File: src/design/pbs_pkg.sv
package pbs_pkg;

   // field widths
   localparam int DIST_W     = 10;
   localparam int INTERVAL_W = 12;
   localparam int STEP_W     = 8;
   localparam int ELAPSED_W  = 16;
   localparam int CSR_DATA_W = 32;
   localparam int CSR_ADDR_W = 5;

   // distance bounds of the interpolation ramp
   localparam int NEAR_DISTANCE_CM = 10;
   localparam int FAR_DISTANCE_CM  = 50;

   // off-time used when the interval is not longer than the pulse
   localparam logic [INTERVAL_W-1:0] SHORT_OFF_MS = INTERVAL_W'(10);
   localparam logic [ELAPSED_W-1:0]  ELAPSED_MAX  = '1;

   // register reset values
   localparam logic [INTERVAL_W-1:0] MIN_INTERVAL_RST = INTERVAL_W'(80);
   localparam logic [INTERVAL_W-1:0] MAX_INTERVAL_RST = INTERVAL_W'(700);
   localparam logic [INTERVAL_W-1:0] ON_TIME_RST      = INTERVAL_W'(30);
   localparam logic [DIST_W-1:0]     CONT_DIST_RST    = DIST_W'(10);
   localparam logic [STEP_W-1:0]     TICK_STEP_RST    = STEP_W'(10);

   // ramp product (distance offset times interval span)
   localparam int PROD_W = DIST_W + INTERVAL_W;

   // exact division by the ramp length: floor(x * RECIP_MULT >> RECIP_SHIFT)
   localparam int DENOM       = FAR_DISTANCE_CM - NEAR_DISTANCE_CM;
   localparam int DENOM_SAFE  = (DENOM > 0) ? DENOM : 1;
   localparam int DENOM_LOG   = $clog2(DENOM_SAFE);
   localparam int RECIP_SHIFT = PROD_W + DENOM_LOG;
   localparam int RECIP_W     = PROD_W + 1;
   localparam longint unsigned RECIP_MULT =
      ((64'd1 << RECIP_SHIFT) + 64'(DENOM_SAFE) - 64'd1) / 64'(DENOM_SAFE);

   // register map
   typedef enum logic [2:0] {
      REG_MIN_INTERVAL = 3'd0,
      REG_MAX_INTERVAL = 3'd1,
      REG_ON_TIME      = 3'd2,
      REG_CONT_DIST    = 3'd3,
      REG_TICK_STEP    = 3'd4
   } reg_index_type;

   // distance class of one tick, carried from the product stage
   typedef struct packed {
      logic silent;
      logic near;
      logic hold_on;
   } dist_class_type;

endpackage

File: src/design/pbs_req_if.sv
interface pbs_req_if;
   logic                         valid;
   logic                         ready;
   logic [pbs_pkg::DIST_W-1:0]   distance_cm;
   logic                         no_echo;

   modport source (output valid, output distance_cm, output no_echo, input ready);
   modport sink   (input valid, input distance_cm, input no_echo, output ready);
endinterface

File: src/design/pbs_rsp_if.sv
interface pbs_rsp_if;
   logic                             valid;
   logic                             ready;
   logic                             buzzer_on;
   logic [pbs_pkg::INTERVAL_W-1:0]   interval_ms;

   modport source (output valid, output buzzer_on, output interval_ms, input ready);
   modport sink   (input valid, input buzzer_on, input interval_ms, output ready);
endinterface

File: src/design/proximity_beep_scheduler.sv
// Parking buzzer scheduler: each tick transfer (distance, no-echo flag) yields one
// result transfer with the buzzer level after that tick and the beep interval for the
// distance (0 means silent). One tick is accepted every clock cycle while the result
// channel is not stalled; a result passes the input register, the ramp product register
// and the result register; the buzzer state (elapsed time, beeping flag) is updated
// when a tick leaves the product stage, which lets ticks run back to back.
// Registers sit on an APB port at byte addresses 0, 4, 8, 12, 16: minimum interval,
// maximum interval, on-time, continuous distance, tick step. Write them only while no
// tick is in flight.
module proximity_beep_scheduler (
   input  logic                              clock,
   input  logic                              reset,
   pbs_req_if.sink                           req_chan,
   pbs_rsp_if.source                         rsp_chan,
   input  logic                              csr_psel,
   input  logic                              csr_penable,
   input  logic                              csr_pwrite,
   input  logic [pbs_pkg::CSR_ADDR_W-1:0]    csr_paddr,
   input  logic [pbs_pkg::CSR_DATA_W-1:0]    csr_pwdata,
   output logic [pbs_pkg::CSR_DATA_W-1:0]    csr_prdata,
   output logic                              csr_pready
);

   localparam int IW = pbs_pkg::INTERVAL_W;
   localparam int DW = pbs_pkg::DIST_W;
   localparam int EW = pbs_pkg::ELAPSED_W;
   localparam int SW = pbs_pkg::STEP_W;
   localparam int PW = pbs_pkg::PROD_W;
   localparam int RW = pbs_pkg::RECIP_W;
   localparam int CSR_IDX_HI = pbs_pkg::CSR_ADDR_W - 1;

   // configuration registers
   logic [IW-1:0] min_interval_ff;
   logic [IW-1:0] max_interval_ff;
   logic [IW-1:0] on_time_ff;
   logic [DW-1:0] cont_dist_ff;
   logic [SW-1:0] tick_step_ff;

   pbs_pkg::reg_index_type csr_index;
   logic                   csr_write;

   // pipeline registers
   logic                          s1_valid_ff;
   logic [DW-1:0]                 s1_dist_ff;
   logic                          s1_no_echo_ff;
   logic                          s2_valid_ff;
   pbs_pkg::dist_class_type       s2_class_ff;
   logic [PW-1:0]                 s2_prod_ff;
   logic                          rsp_valid_ff;
   logic                          rsp_buzzer_ff;
   logic [IW-1:0]                 rsp_interval_ff;

   // buzzer state
   logic [EW-1:0] elapsed_ff;
   logic [EW-1:0] elapsed_in;
   logic          beeping_ff;
   logic          beeping_in;

   // stage control
   logic out_free;
   logic s2_free;
   logic s1_move;
   logic s2_move;

   // stage 1 logic
   logic [IW-1:0]           span;
   logic [DW-1:0]           dist_offset;
   pbs_pkg::dist_class_type s1_class;

   // stage 2 logic
   logic [PW+RW-1:0] quot_full;
   logic [IW-1:0]    quot;
   logic [IW-1:0]    interval;
   logic [IW-1:0]    off_time;
   logic [EW:0]      elapsed_sum;
   logic [EW-1:0]    elapsed_sat;

   // ------------------------------------------------------------------
   // configuration port
   assign csr_pready = 1'b1;
   assign csr_index  = pbs_pkg::reg_index_type'(csr_paddr[CSR_IDX_HI:2]);
   assign csr_write  = csr_psel & csr_penable & csr_pwrite;

   // register writes
   always_ff @(posedge clock) begin
      if (reset) begin
         min_interval_ff <= pbs_pkg::MIN_INTERVAL_RST;
         max_interval_ff <= pbs_pkg::MAX_INTERVAL_RST;
         on_time_ff      <= pbs_pkg::ON_TIME_RST;
         cont_dist_ff    <= pbs_pkg::CONT_DIST_RST;
         tick_step_ff    <= pbs_pkg::TICK_STEP_RST;
      end else if (csr_write) begin
         unique case (csr_index)
            pbs_pkg::REG_MIN_INTERVAL: min_interval_ff <= csr_pwdata[IW-1:0];
            pbs_pkg::REG_MAX_INTERVAL: max_interval_ff <= csr_pwdata[IW-1:0];
            pbs_pkg::REG_ON_TIME:      on_time_ff      <= csr_pwdata[IW-1:0];
            pbs_pkg::REG_CONT_DIST:    cont_dist_ff    <= csr_pwdata[DW-1:0];
            pbs_pkg::REG_TICK_STEP:    tick_step_ff    <= csr_pwdata[SW-1:0];
            default: ;
         endcase
      end
   end

   // register reads
   always_comb begin
      unique case (csr_index)
         pbs_pkg::REG_MIN_INTERVAL: csr_prdata = pbs_pkg::CSR_DATA_W'(min_interval_ff);
         pbs_pkg::REG_MAX_INTERVAL: csr_prdata = pbs_pkg::CSR_DATA_W'(max_interval_ff);
         pbs_pkg::REG_ON_TIME:      csr_prdata = pbs_pkg::CSR_DATA_W'(on_time_ff);
         pbs_pkg::REG_CONT_DIST:    csr_prdata = pbs_pkg::CSR_DATA_W'(cont_dist_ff);
         pbs_pkg::REG_TICK_STEP:    csr_prdata = pbs_pkg::CSR_DATA_W'(tick_step_ff);
         default:                   csr_prdata = '0;
      endcase
   end

   // ------------------------------------------------------------------
   // handshake and stage advance
   assign out_free       = !rsp_valid_ff || rsp_chan.ready;
   assign s2_free        = !s2_valid_ff || out_free;
   assign s2_move        = s2_valid_ff && out_free;
   assign s1_move        = s1_valid_ff && s2_free;
   assign req_chan.ready = !s1_valid_ff || s2_free;

   // stage 1: input register
   always_ff @(posedge clock) begin
      if (reset) begin
         s1_valid_ff <= 1'b0;
      end else if (req_chan.ready) begin
         s1_valid_ff <= req_chan.valid;
      end
   end

   always_ff @(posedge clock) begin
      if (req_chan.valid && req_chan.ready) begin
         s1_dist_ff    <= req_chan.distance_cm;
         s1_no_echo_ff <= req_chan.no_echo;
      end
   end

   // distance class and ramp span
   always_comb begin
      s1_class.silent  = s1_no_echo_ff || (s1_dist_ff >= DW'(pbs_pkg::FAR_DISTANCE_CM));
      s1_class.near    = (s1_dist_ff <= DW'(pbs_pkg::NEAR_DISTANCE_CM));
      s1_class.hold_on = (s1_dist_ff <= cont_dist_ff);
      span             = (max_interval_ff >= min_interval_ff) ?
                         (max_interval_ff - min_interval_ff) : '0;
      dist_offset      = s1_dist_ff - DW'(pbs_pkg::NEAR_DISTANCE_CM);
   end

   // stage 2: ramp product register
   always_ff @(posedge clock) begin
      if (reset) begin
         s2_valid_ff <= 1'b0;
      end else if (s2_free) begin
         s2_valid_ff <= s1_valid_ff;
      end
   end

   always_ff @(posedge clock) begin
      if (s1_move) begin
         s2_class_ff <= s1_class;
         s2_prod_ff  <= PW'(dist_offset) * PW'(span);
      end
   end

   // divide by ramp length through reciprocal, pick interval
   always_comb begin
      quot_full = (PW + RW)'(s2_prod_ff) * (PW + RW)'(RW'(pbs_pkg::RECIP_MULT));
      quot      = quot_full[pbs_pkg::RECIP_SHIFT +: IW];
      if (s2_class_ff.silent) begin
         interval = '0;
      end else if (s2_class_ff.near) begin
         interval = min_interval_ff;
      end else begin
         interval = min_interval_ff + quot;
      end
   end

   // buzzer state next value
   always_comb begin
      elapsed_sum = {1'b0, elapsed_ff} + (EW + 1)'(tick_step_ff);
      elapsed_sat = elapsed_sum[EW] ? pbs_pkg::ELAPSED_MAX : elapsed_sum[EW-1:0];
      off_time    = (interval > on_time_ff) ? (interval - on_time_ff) : pbs_pkg::SHORT_OFF_MS;
      beeping_in  = beeping_ff;
      elapsed_in  = elapsed_sat;
      if (interval == '0) begin
         beeping_in = 1'b0;
         elapsed_in = '0;
      end else if (s2_class_ff.hold_on) begin
         beeping_in = 1'b1;
         elapsed_in = '0;
      end else if (beeping_ff) begin
         if (elapsed_sat >= EW'(on_time_ff)) begin
            beeping_in = 1'b0;
            elapsed_in = '0;
         end
      end else begin
         if (elapsed_sat >= EW'(off_time)) begin
            beeping_in = 1'b1;
            elapsed_in = '0;
         end
      end
   end

   always_ff @(posedge clock) begin
      if (reset) begin
         beeping_ff <= 1'b0;
         elapsed_ff <= '0;
      end else if (s2_move) begin
         beeping_ff <= beeping_in;
         elapsed_ff <= elapsed_in;
      end
   end

   // stage 3: result register
   always_ff @(posedge clock) begin
      if (reset) begin
         rsp_valid_ff <= 1'b0;
      end else if (out_free) begin
         rsp_valid_ff <= s2_valid_ff;
      end
   end

   always_ff @(posedge clock) begin
      if (s2_move) begin
         rsp_buzzer_ff   <= beeping_in;
         rsp_interval_ff <= interval;
      end
   end

   assign rsp_chan.valid       = rsp_valid_ff;
   assign rsp_chan.buzzer_on   = rsp_buzzer_ff;
   assign rsp_chan.interval_ms = rsp_interval_ff;

   // ------------------------------------------------------------------
   // a silent result never drives the buzzer
   assert property (@(posedge clock) disable iff (reset)
      (rsp_valid_ff && (rsp_interval_ff == '0)) |-> !rsp_buzzer_ff)
      else $error("buzzer on with silent interval");

   // every buzzer change restarts the elapsed count
   assert property (@(posedge clock) disable iff (reset)
      $rose(beeping_ff) |-> (elapsed_ff == '0))
      else $error("elapsed time not cleared on buzzer start");

   assert property (@(posedge clock) disable iff (reset)
      $fell(beeping_ff) |-> (elapsed_ff == '0))
      else $error("elapsed time not cleared on buzzer stop");

   // a tick leaving stage 1 lands in stage 2
   assert property (@(posedge clock) disable iff (reset)
      s1_move |=> s2_valid_ff)
      else $error("tick lost between input and product stage");

endmodule
File: src/flat_wrapper.sv
// flat-port wrapper written by rule: the top's interface ports become plain ports
module proximity_beep_scheduler_flat 
  (clock, reset, csr_psel, csr_penable, csr_pwrite, csr_paddr, csr_pwdata, csr_prdata, csr_pready, req_chan_valid, req_chan_distance_cm, req_chan_no_echo, req_chan_ready, rsp_chan_valid, rsp_chan_buzzer_on, rsp_chan_interval_ms, rsp_chan_ready);
  pbs_req_if req_chan_i ();
  pbs_rsp_if rsp_chan_i ();
  input  logic clock;
  input  logic reset;
  input  logic csr_psel;
  input  logic csr_penable;
  input  logic csr_pwrite;
  input  logic [pbs_pkg::CSR_ADDR_W-1:0] csr_paddr;
  input  logic [pbs_pkg::CSR_DATA_W-1:0] csr_pwdata;
  output logic [pbs_pkg::CSR_DATA_W-1:0] csr_prdata;
  output logic csr_pready;
  input wire logic [$bits(req_chan_i.valid)-1:0] req_chan_valid;
  input wire logic [$bits(req_chan_i.distance_cm)-1:0] req_chan_distance_cm;
  input wire logic [$bits(req_chan_i.no_echo)-1:0] req_chan_no_echo;
  output wire logic [$bits(req_chan_i.ready)-1:0] req_chan_ready;
  output wire logic [$bits(rsp_chan_i.valid)-1:0] rsp_chan_valid;
  output wire logic [$bits(rsp_chan_i.buzzer_on)-1:0] rsp_chan_buzzer_on;
  output wire logic [$bits(rsp_chan_i.interval_ms)-1:0] rsp_chan_interval_ms;
  input wire logic [$bits(rsp_chan_i.ready)-1:0] rsp_chan_ready;
  assign req_chan_i.valid = req_chan_valid;
  assign req_chan_i.distance_cm = req_chan_distance_cm;
  assign req_chan_i.no_echo = req_chan_no_echo;
  assign req_chan_ready = req_chan_i.ready;
  assign rsp_chan_valid = rsp_chan_i.valid;
  assign rsp_chan_buzzer_on = rsp_chan_i.buzzer_on;
  assign rsp_chan_interval_ms = rsp_chan_i.interval_ms;
  assign rsp_chan_i.ready = rsp_chan_ready;
  proximity_beep_scheduler u_core (.clock(clock), .reset(reset), .req_chan(req_chan_i), .rsp_chan(rsp_chan_i), .csr_psel(csr_psel), .csr_penable(csr_penable), .csr_pwrite(csr_pwrite), .csr_paddr(csr_paddr), .csr_pwdata(csr_pwdata), .csr_prdata(csr_prdata), .csr_pready(csr_pready));
endmodule
File: config.mk
export PLATFORM = sky130hd
export DESIGN_NAME = proximity_beep_scheduler_flat
export DESIGN_NICKNAME = d
export VERILOG_FILES = /design/src/design/pbs_pkg.sv /design/src/design/pbs_req_if.sv /design/src/design/pbs_rsp_if.sv /design/src/design/proximity_beep_scheduler.sv /design/src/flat_wrapper.sv
export SDC_FILE = /design/constraint.sdc
export NUM_CORES = 1
export LEC_CHECK = 0
export ABC_CLOCK_PERIOD_IN_PS = 11600
export BUFFER_PORTS_ARGS = -buffer_cell sky130_fd_sc_hd__buf_4
export CAP_MARGIN = 10
export CORE_ASPECT_RATIO = 1.5
export CORE_MARGIN = 2
export CORE_UTILIZATION = 25
export CTS_CLUSTER_DIAMETER = 120
export DETAILED_ROUTE_END_ITERATION = 10
export GPL_ROUTABILITY_DRIVEN = 0
export SLEW_MARGIN = 30
export SYNTH_ARGS = -nofsm -noshare
export SYNTH_HDL_FRONTEND = slang
export SYNTH_SLANG_ARGS = --single-unit
File: constraint.sdc
create_clock -name clock -period 11.6 [get_ports clock]
set_input_delay 3.48 -clock clock [delete_from_list [all_inputs] [get_ports clock]]
set_output_delay 3.48 -clock clock [all_outputs]
set_load 0.01 [all_outputs]
# Yosys cells after proc, flatten, opt, wreduce, memory -nomap -nowiden
# Index checks and enable logic that the tools add are counted.
dict set report word_totals {
  ff_bits 123
  inputBits 55
  output_inout_bits 48
  wordCells 71
}
dict set report op_classes {
  addsub 5
  n_mul 2
  order_cmp 7
  n_eq_ne 4
  mux 16
  n_bitwise 2
  reduce_logical 17
}
# op n
set ops {}
lappend ops {{2-to-1 mux 16 bit} 6}
lappend ops {{case mux 12 bit (5 select lines)} 1}
lappend ops {{2-to-1 mux 12 bit} 4}
lappend ops {{multiplier 22 x 23 -> 40 bit (second input constant)} 1}
lappend ops {{greater-or-equal comparator 16 x 12 -> 1 bit} 2}
lappend ops {{subtractor 12 bit} 2}
lappend ops {{multiplier 10 x 12 -> 22 bit} 1}
lappend ops {{adder 16 x 8 -> 17 bit} 1}
lappend ops {{adder 12 bit} 1}
lappend ops {{greater-or-equal comparator 12 bit} 1}
lappend ops {{greater-than comparator 12 bit} 1}
lappend ops {{zero test 12 bit} 1}
lappend ops {{greater-or-equal comparator 10 x 6 -> 1 bit (second input constant)} 1}
lappend ops {{<= comparator 10 bit} 1}
lappend ops {{<= comparator 10 x 4 -> 1 bit (second input constant)} 1}
lappend ops {{AND reduction 2 bit} 5}
lappend ops {{subtractor 10 x 4 -> 10 bit (second input constant)} 1}
lappend ops {{== test 3 x 2 -> 1 bit (second input constant)} 2}
lappend ops {{2-to-1 mux 1 bit} 5}
lappend ops {{logical OR 1 bit} 4}
lappend ops {{== test 3 x 1 -> 1 bit (second input constant)} 1}
lappend ops {{== test 3 bit (second input constant)} 1}
lappend ops {{logical AND 1 bit} 3}
lappend ops {{zero test 1 bit} 3}
lappend ops {{2 further kinds} 3}

# Longest topological paths before layout
# Gate-level depths: netlist of the first run.
dict set report logic_depth {
  word_depth 11
  ltp_mapped 51
  ltp_nobuf 49
}

# Worst setup path before layout of the first run
# No wires, ideal clock.
dict set report synth_path {
  path_type {reg2reg}
  startpoint {register u_core.s2_prod_ff[5]}
  endpoint {register u_core.elapsed_ff[10]}
  setup_time_ps 69
  arrival_ps 10898
  required_ps 11531
  setup_slack_ps 634
  path_stages_with_launch 47
  n_path_buf 2
  synth_period_minus_slack_ps 10966
  cell_sequence {edfxtp_1 > inv_1 > ha_1 > fa_1 > fa_1 > inv_1 > fa_1 > fa_1 > fa_1 > inv_1 > fa_1 > inv_1 > ha_1 > and3_1 > nand3_1 > or4_1 > a21oi_1 > nor3b_2 > [11 not listed] > a21oi_1 > ha_1 > nand4_1 > o21bai_1 > a31oi_1 > clkbuf_1 > nand3b_1 > ha_1 > a21o_1 > a21o_1 > a221oi_1 > o21ai_0 > a221oi_1 > a21o_1 > nor4b_4 > buf_4 > a32oi_1 > o21ai_1}
}
dict set report synth_between {
  elab_chain_cells 11
  word_cells_on_any_way 13
  cone_classes {2 x add/sub; 1 x mul; 2 x order compare; 7 x mux; 1 x reduce/logical}
}
# element line_no
set synth_rtl {}
lappend synth_rtl {{start, declared} proximity_beep_scheduler.sv:48} ;# logic [PW-1:0] s2_prod_ff;
lappend synth_rtl {{start signal, assigned} proximity_beep_scheduler.sv:162} ;# s2_prod_ff <= PW'(dist_offset) * PW'(span);
lappend synth_rtl {{multiplier 22 x 23 -> 40 bit *} proximity_beep_scheduler.sv:168} ;# quot_full = (PW + RW)'(s2_prod_ff) * (PW + RW)'(RW'(pbs_pkg::RECIP_MULT));
lappend synth_rtl {{adder 12 bit *} proximity_beep_scheduler.sv:175} ;# interval = min_interval_ff + quot;
lappend synth_rtl {{2-to-1 mux 12 bit *} proximity_beep_scheduler.sv:172} ;# end else if (s2_class_ff.near) begin
lappend synth_rtl {{2-to-1 mux 12 bit *} proximity_beep_scheduler.sv:170} ;# if (s2_class_ff.silent) begin
lappend synth_rtl {{via u_core.interval[11]} proximity_beep_scheduler.sv:73} ;# logic [IW-1:0] interval;
lappend synth_rtl {{subtractor 12 bit / greater-than comparator 12 bit (equally long branches)} proximity_beep_scheduler.sv:183} ;# off_time = (interval > on_time_ff) ? (interval - on_time_ff) : pbs_pkg::SHORT_OFF_MS;
lappend synth_rtl {{2-to-1 mux 12 bit} proximity_beep_scheduler.sv:183}
lappend synth_rtl {{greater-or-equal comparator 16 x 12 -> 1 bit} proximity_beep_scheduler.sv:198} ;# if (elapsed_sat >= EW'(off_time)) begin
lappend synth_rtl {{2-to-1 mux 16 bit} proximity_beep_scheduler.sv:198}
lappend synth_rtl {{2-to-1 mux 16 bit} proximity_beep_scheduler.sv:192} ;# end else if (beeping_ff) begin
lappend synth_rtl {{2-to-1 mux 16 bit} proximity_beep_scheduler.sv:189} ;# end else if (s2_class_ff.hold_on) begin
lappend synth_rtl {{2-to-1 mux 16 bit *} proximity_beep_scheduler.sv:186} ;# if (interval == '0) begin
lappend synth_rtl {{end signal, assigned} proximity_beep_scheduler.sv:211} ;# elapsed_ff <= elapsed_in;
lappend synth_rtl {{end, declared} proximity_beep_scheduler.sv:54} ;# logic [EW-1:0] elapsed_ff;
# Mark *: on every way through the listed nets, which the timed path passes. The rest lies on a longest branch.
# A chain may end at the register's enable or synchronous reset.

# Worst setup path in the final report of the first run
dict set report layout_path {
  startpoint {register u_core.s2_prod_ff[5]}
  endpoint {register u_core.elapsed_ff[8]}
}
# The elaborated chain is that of the path after synthesis.

==> results of run 1 <==
what timing repair did:
item | 4_1_cts | 5_1_grt
gates resized for setup | 3 | 60
hold endpoints to repair | 0 | 0
cloned | 0 | 2
hold buffers | 0 | 0
endpoints found under the setup margin | 14 | 14
buffers inserted | 0 | 11
pin swaps | 0 | 44
synthesized netlist by cell type, types with 16 or more instances:
master    instances  area [um2]
a21o_1           25       187.7
a21oi_1          99       495.5
and3_1           19       118.9
buf_4            23       172.7
clkbuf_1         34       127.6
dfxtp_1          74        1481
edfxtp_1         49        1471
fa_1            222        4444
ha_1            289        3616
inv_1           376        1411
mux2i_1          42       420.4
nand2_1         174       653.1
nand3_1          46       230.2
nor2_1          138       518.0
nor3_1           29       145.1
nor4_1           16       100.1
o21a_1           16       120.1
o21ai_0          44       220.2
xnor2_1          48       420.4
xor2_1           21       183.9
path summary, 6_finish.rpt:
| check | end | cells after the start | startpoint |
|---|---|---|---|
| max | u_core.elapsed_ff[8] | 51 | u_core.s2_prod_ff[5] |
| min | u_core.max_interval_ff[8] | 2 | u_core.max_interval_ff[8] |
| max reg2reg | u_core.elapsed_ff[8] | 51 | u_core.s2_prod_ff[5] |
| min reg2reg | u_core.max_interval_ff[8] | 2 | u_core.max_interval_ff[8] |
cells in the final DEF, fill, tap and decap left out, types with 16 or more instances in the layout:
cell type / synthesis / routed
inv_1: 376 / 369
ha_1: 289 / 279
fa_1: 222 / 219
buf_4: 23 / 200
nand2_1: 174 / 174
nor2_1: 138 / 136
a21oi_1: 99 / 96
dfxtp_1: 74 / 74
edfxtp_1: 49 / 49
xnor2_1: 48 / 46
nand3_1: 46 / 45
mux2i_1: 42 / 42
o21ai_0: 44 / 38
nor3_1: 29 / 28
a21o_1: 25 / 25
conb_1: 2 / 21
xor2_1: 21 / 20
clkbuf_16: 0 / 20
and3_1: 19 / 18
o21ai_1: 14 / 16
o21a_1: 16 / 16
stage by stage:
step	util (%)	hold slack, ns	cells	setup slack (ns)	area, um2
floorplan	-	0.4404	2054	0.6335	18490
global placement	28.51	0.4580	3158	-0.04944	20760
detailed placement	28.52	0.4671	3158	-0.1537	20770
CTS	29.36	0.4788	3190	0.005340	21380
global route	29.91	0.4997	3204	-0.1028	21780
finish	29.91	0.4806	3204	0.3591	21780
sequential cells by signal (all words and copies together) (netlist names), 3 cells and up:
register                     flops
u_core.cont_dist_ff             10
u_core.elapsed_ff               16
u_core.max_interval_ff          12
u_core.min_interval_ff          12
u_core.on_time_ff               12
u_core.rsp_chan.interval_ms     12
u_core.s1_dist_ff               10
u_core.s2_class_ff               3
u_core.s2_prod_ff               22
u_core.tick_step_ff              8
worst register-to-register path, delay by kind of cell (launching register included):
family          cells  cell delay (ns)
simple gates        8             1.70
fa+ha+maj          11             4.25
xor+xnor            3             0.41
flops               1             0.43
compound gates     19             3.16
buf+inv            10             1.23
final cells by class:
class	count	area share, %
diodes	1	0.01149
clock buffers	18	2.068
clock inverters	14	0.6722
inverters	378	6.515
multi-input cells	1481	64.20
flip-flops and latches	123	13.56
well taps	984	5.653
repair buffers	205	7.319
logic make-up after synthesis:
group / after synthesis
DFF: 123
AOI/OAI and AO/OA: 309
muxes: 46
adders and majority gates: 511
other: 2
xor gates and xnor gates: 69
buffers and inverters: 450
and+or+nand+nor: 525
per-layer routing:
metal | routed length (um) | vias up | global-route usage, %
met4 | 2171 | 0 | 6.017
met2 | 26470 | 251 | 25.58
met1 | 18860 | 6975 | 13.80
met5 | 0 | - | 0
li1 | - | 7056 | -
met3 | 1050 | 76 | 0.8127
==> flow_metrics.tcl, run 1 <==
set metrics [dict create \
    fin_skew_ns 0.01545 \
    die_w_um 225.6 \
    max_freq_mhz 88.96 \
    synthSimpleGateAreaFrac_pct 13.45 \
    post-dp-hpwl_um 41200 \
    antenna_found_initial 3 \
    synth_cells 2035 \
    cts_made_buffers 17 \
    tightest_slew_ns 0.8968 \
    path_clk_slew_ns 0.07 \
    finalSetupViolations 0 \
    clkLatencyLatePin_ns 0.45 \
    num_vias 14360 \
    synth_fa_ha_area_share_pct 43.77 \
    crit_path_max_fanout 12 \
    cts_tree "yes" \
    status "finished, final reports clean" \
    synth_xor_area_share_pct 3.282 \
    startpoint_type "register" \
    htree_levels 4 \
    yosys_warnings 0 \
    area_delta_synth_final_pct 18.26 \
    rows 121 \
    multiInputGateArea_um2 13980 \
    wire_per_inst_um 15.15 \
    register_area_um2 2953 \
    ys_types 82 \
    crit_required_ns 11.98 \
    synthArstFlopShare_pct 0 \
    first_iter_violations 613 \
    clockRootBuffer "clkbuf_16" \
    synthFlopType "dfxtp_1" \
    grt_overflow 0 \
    seq_area_frac_synth_pct 16.03 \
    setup_tns_ns 0 \
    crit_buf_inv 10 \
    fillers 7665 \
    cp.arrival_ns 11.62 \
    drv_cap 0 \
    io_pins 103 \
    viasPerCell 4.481 \
    synth-edff-count 49 \
    finalHoldViolCount 0 \
    grt_use_total_pct 12.95 \
    critical_path.top_delay_family "adder cells" \
    synth_top_family_by_area "adder cells" \
    grt_pass1_wl_um 76930 \
    synth_area_um2 18420 \
    cts_buffer_depth 2 \
    max-slew-margin-rel_pct 39.75 \
    drtAntennaViolNets 0 \
    wl_um 48550 \
    core_area_um2 72820 \
    firstDrtPassIters 7 \
    clkSinkCount 123 \
    drc 0 \
    synth.area.mux_share_pct 2.650 \
    nNetsFinal 2772 \
    syn_area_per_cell_um2 9.049 \
    ys_ff_latch 123 \
    r2r_slack_ns 0.36 \
    hold_path.class "register to register" \
    grt_pass1_vias 14710 \
    initial_utilization_pct 25.29 \
    worstSetupPathType "register to register" \
    synth_compound_area_share_pct 10.78 \
    grt_max_degree 47 \
    die_area_um2 75890 \
    slew_viol_final 0 \
    drive_above_1_share_pct 14.42 \
    finalCritPeriodShare_pct 96.90 \
    crit_path_top_delay_cell "fa_2" \
    io_buffers 59 \
    die_height_um 336.4 \
    min_period_ns 11.24 \
    cp-end-kind "register" \
    worst_path_largest_cell_delay_ns 0.56 \
    crit_top_cell "fa_1" \
]
Power of run 1 is left out: the tool's default activity adds up to more than one toggle a clock period on the data nets, which glitch-free logic cannot reach.
==> run 2, diff against run 1 <==
CORE_MARGIN = 4   (was 2)
PLACE_DENSITY = 0.43   (was not set)
SKIP_CTS_REPAIR_TIMING = 1   (was not set)
==> flow_metrics.tcl, run 2 (synthesis gave the netlist of run 1 again) <==
set metrics [dict create \
    status "finished, final reports clean" \
    io_buffers 59 \
    finalSetupViolations 0 \
    cts_tree "yes" \
    cts_buffer_depth 3 \
    grt_pass1_vias 15490 \
    drtAntennaViolNets 0 \
    hold_slack_ns 0.4773 \
    path_clk_slew_ns 0.06 \
    num_vias 14510 \
    top_register "u_core.s2_prod_ff" \
    die_height_um 340.4 \
    finalCritPeriodShare_pct 96.08 \
    drv_cap 0 \
    grt_pass1_wl_um 83810 \
    crit_required_ns 12.04 \
    startpoint_type "register" \
    grt_max_degree 47 \
    initial_utilization_pct 25.29 \
    setup_tns_ns 0 \
    viasPerCell 4.468 \
    critical_path.top_delay_family "adder cells" \
    core_area_um2 72820 \
    clockRootBuffer "clkbuf_16" \
    clkSinkCount 123 \
    layout_commonest_cell "inv_1" \
    fin_skew_ns 0.03142 \
    slew_viol_final 0 \
    worstSetupPathType "register to register" \
    cts_made_buffers 25 \
    min_period_ns 11.14 \
    reg_top3 "u_core.s2_prod_ff x22, u_core.elapsed_ff x16" \
    first_iter_violations 692 \
    max_freq_mhz 89.73 \
    grt_overflow 0 \
    crit_path_top_delay_cell "fa_1" \
    wire_per_inst_um 16.60 \
    firstDrtPassIters 5 \
    final_cell_mix "inv_1, ha_1, buf_4, fa_1, nand2_1" \
    cp-end-kind "register" \
    hold_path.class "register to register" \
    largest_register_ffs 22 \
    crit_buf_inv 8 \
    antenna_found_initial 1 \
    post-dp-hpwl_um 45840 \
    crit_path_max_fanout 6 \
    nNetsFinal 2822 \
    drc 0 \
    rows 121 \
    crit_top_cell "fa_1" \
    clkLatencyLatePin_ns 0.51 \
    max-slew-margin-rel_pct 37.18 \
    wl_um 53910 \
    area_delta_synth_final_pct 21.37 \
    finalHoldViolCount 0 \
    cp.arrival_ns 11.59 \
    worst_path_largest_cell_delay_ns 0.56 \
    drive_above_1_share_pct 17.06 \
    htree_levels 4 \
    final_util_pct 30.69 \
    die_w_um 229.6 \
    grt_use_total_pct 13.59 \
    io_pins 103 \
    die_area_um2 78160 \
    tightest_slew_ns 0.9352 \
]
==> run 2: per-stage QoR <==
stage | cells | worst slack, ns | instance area (um2)
after floorplan | 2054 | 0.6335 | 18490
after global placement | 3192 | -0.5927 | 21020
after detailed placement | 3192 | -0.6555 | 21030
after CTS | 3225 | -0.6861 | 21720
after global routing | 3247 | -0.09936 | 22350
final | 3247 | 0.4552 | 22350
==> run 2: final cells by class <==
cell class	instances	area (um2)
Fill cell	7729	50470
Multi-Input combinational cell	1481	14150
Sequential cell	123	2953
Timing Repair Buffer	247	1899
Inverter	378	1419
Tap cell	984	1231
Clock buffer	29	650.6
Clock inverter	4	43.79
Antenna cell	1	2.502
==> run 2: worst paths after layout <==
| path | slack, ns | startpoint | end | depth (start not counted) |
|---|---|---|---|---|
| max | 0.46 | u_core.s2_prod_ff[21] | u_core.elapsed_ff[1] | 48 |
| min | 0.48 | u_core.on_time_ff[11] | u_core.on_time_ff[11] | 2 |
| max reg2reg | 0.46 | u_core.s2_prod_ff[21] | u_core.elapsed_ff[1] | 48 |
| min reg2reg | 0.48 | u_core.on_time_ff[11] | u_core.on_time_ff[11] | 2 |
==> run 2: per-layer routing <==
metal	track usage (%)	up-vias	share of wire [%]
li1	-	7147	-
met1	14.58	7087	38
met2	27.05	214	56
met3	1.021	61	2.2
met4	5.570	0	3.7
met5	0	-	0
==> run 2: worst min-delay path: cells and delay by family (launching register included) <==
kind            cells  cell delay [ns]
compound gates      1             0.05
flops               1             0.32
simple gates        1             0.06
Power of run 2 is left out for the same reason.
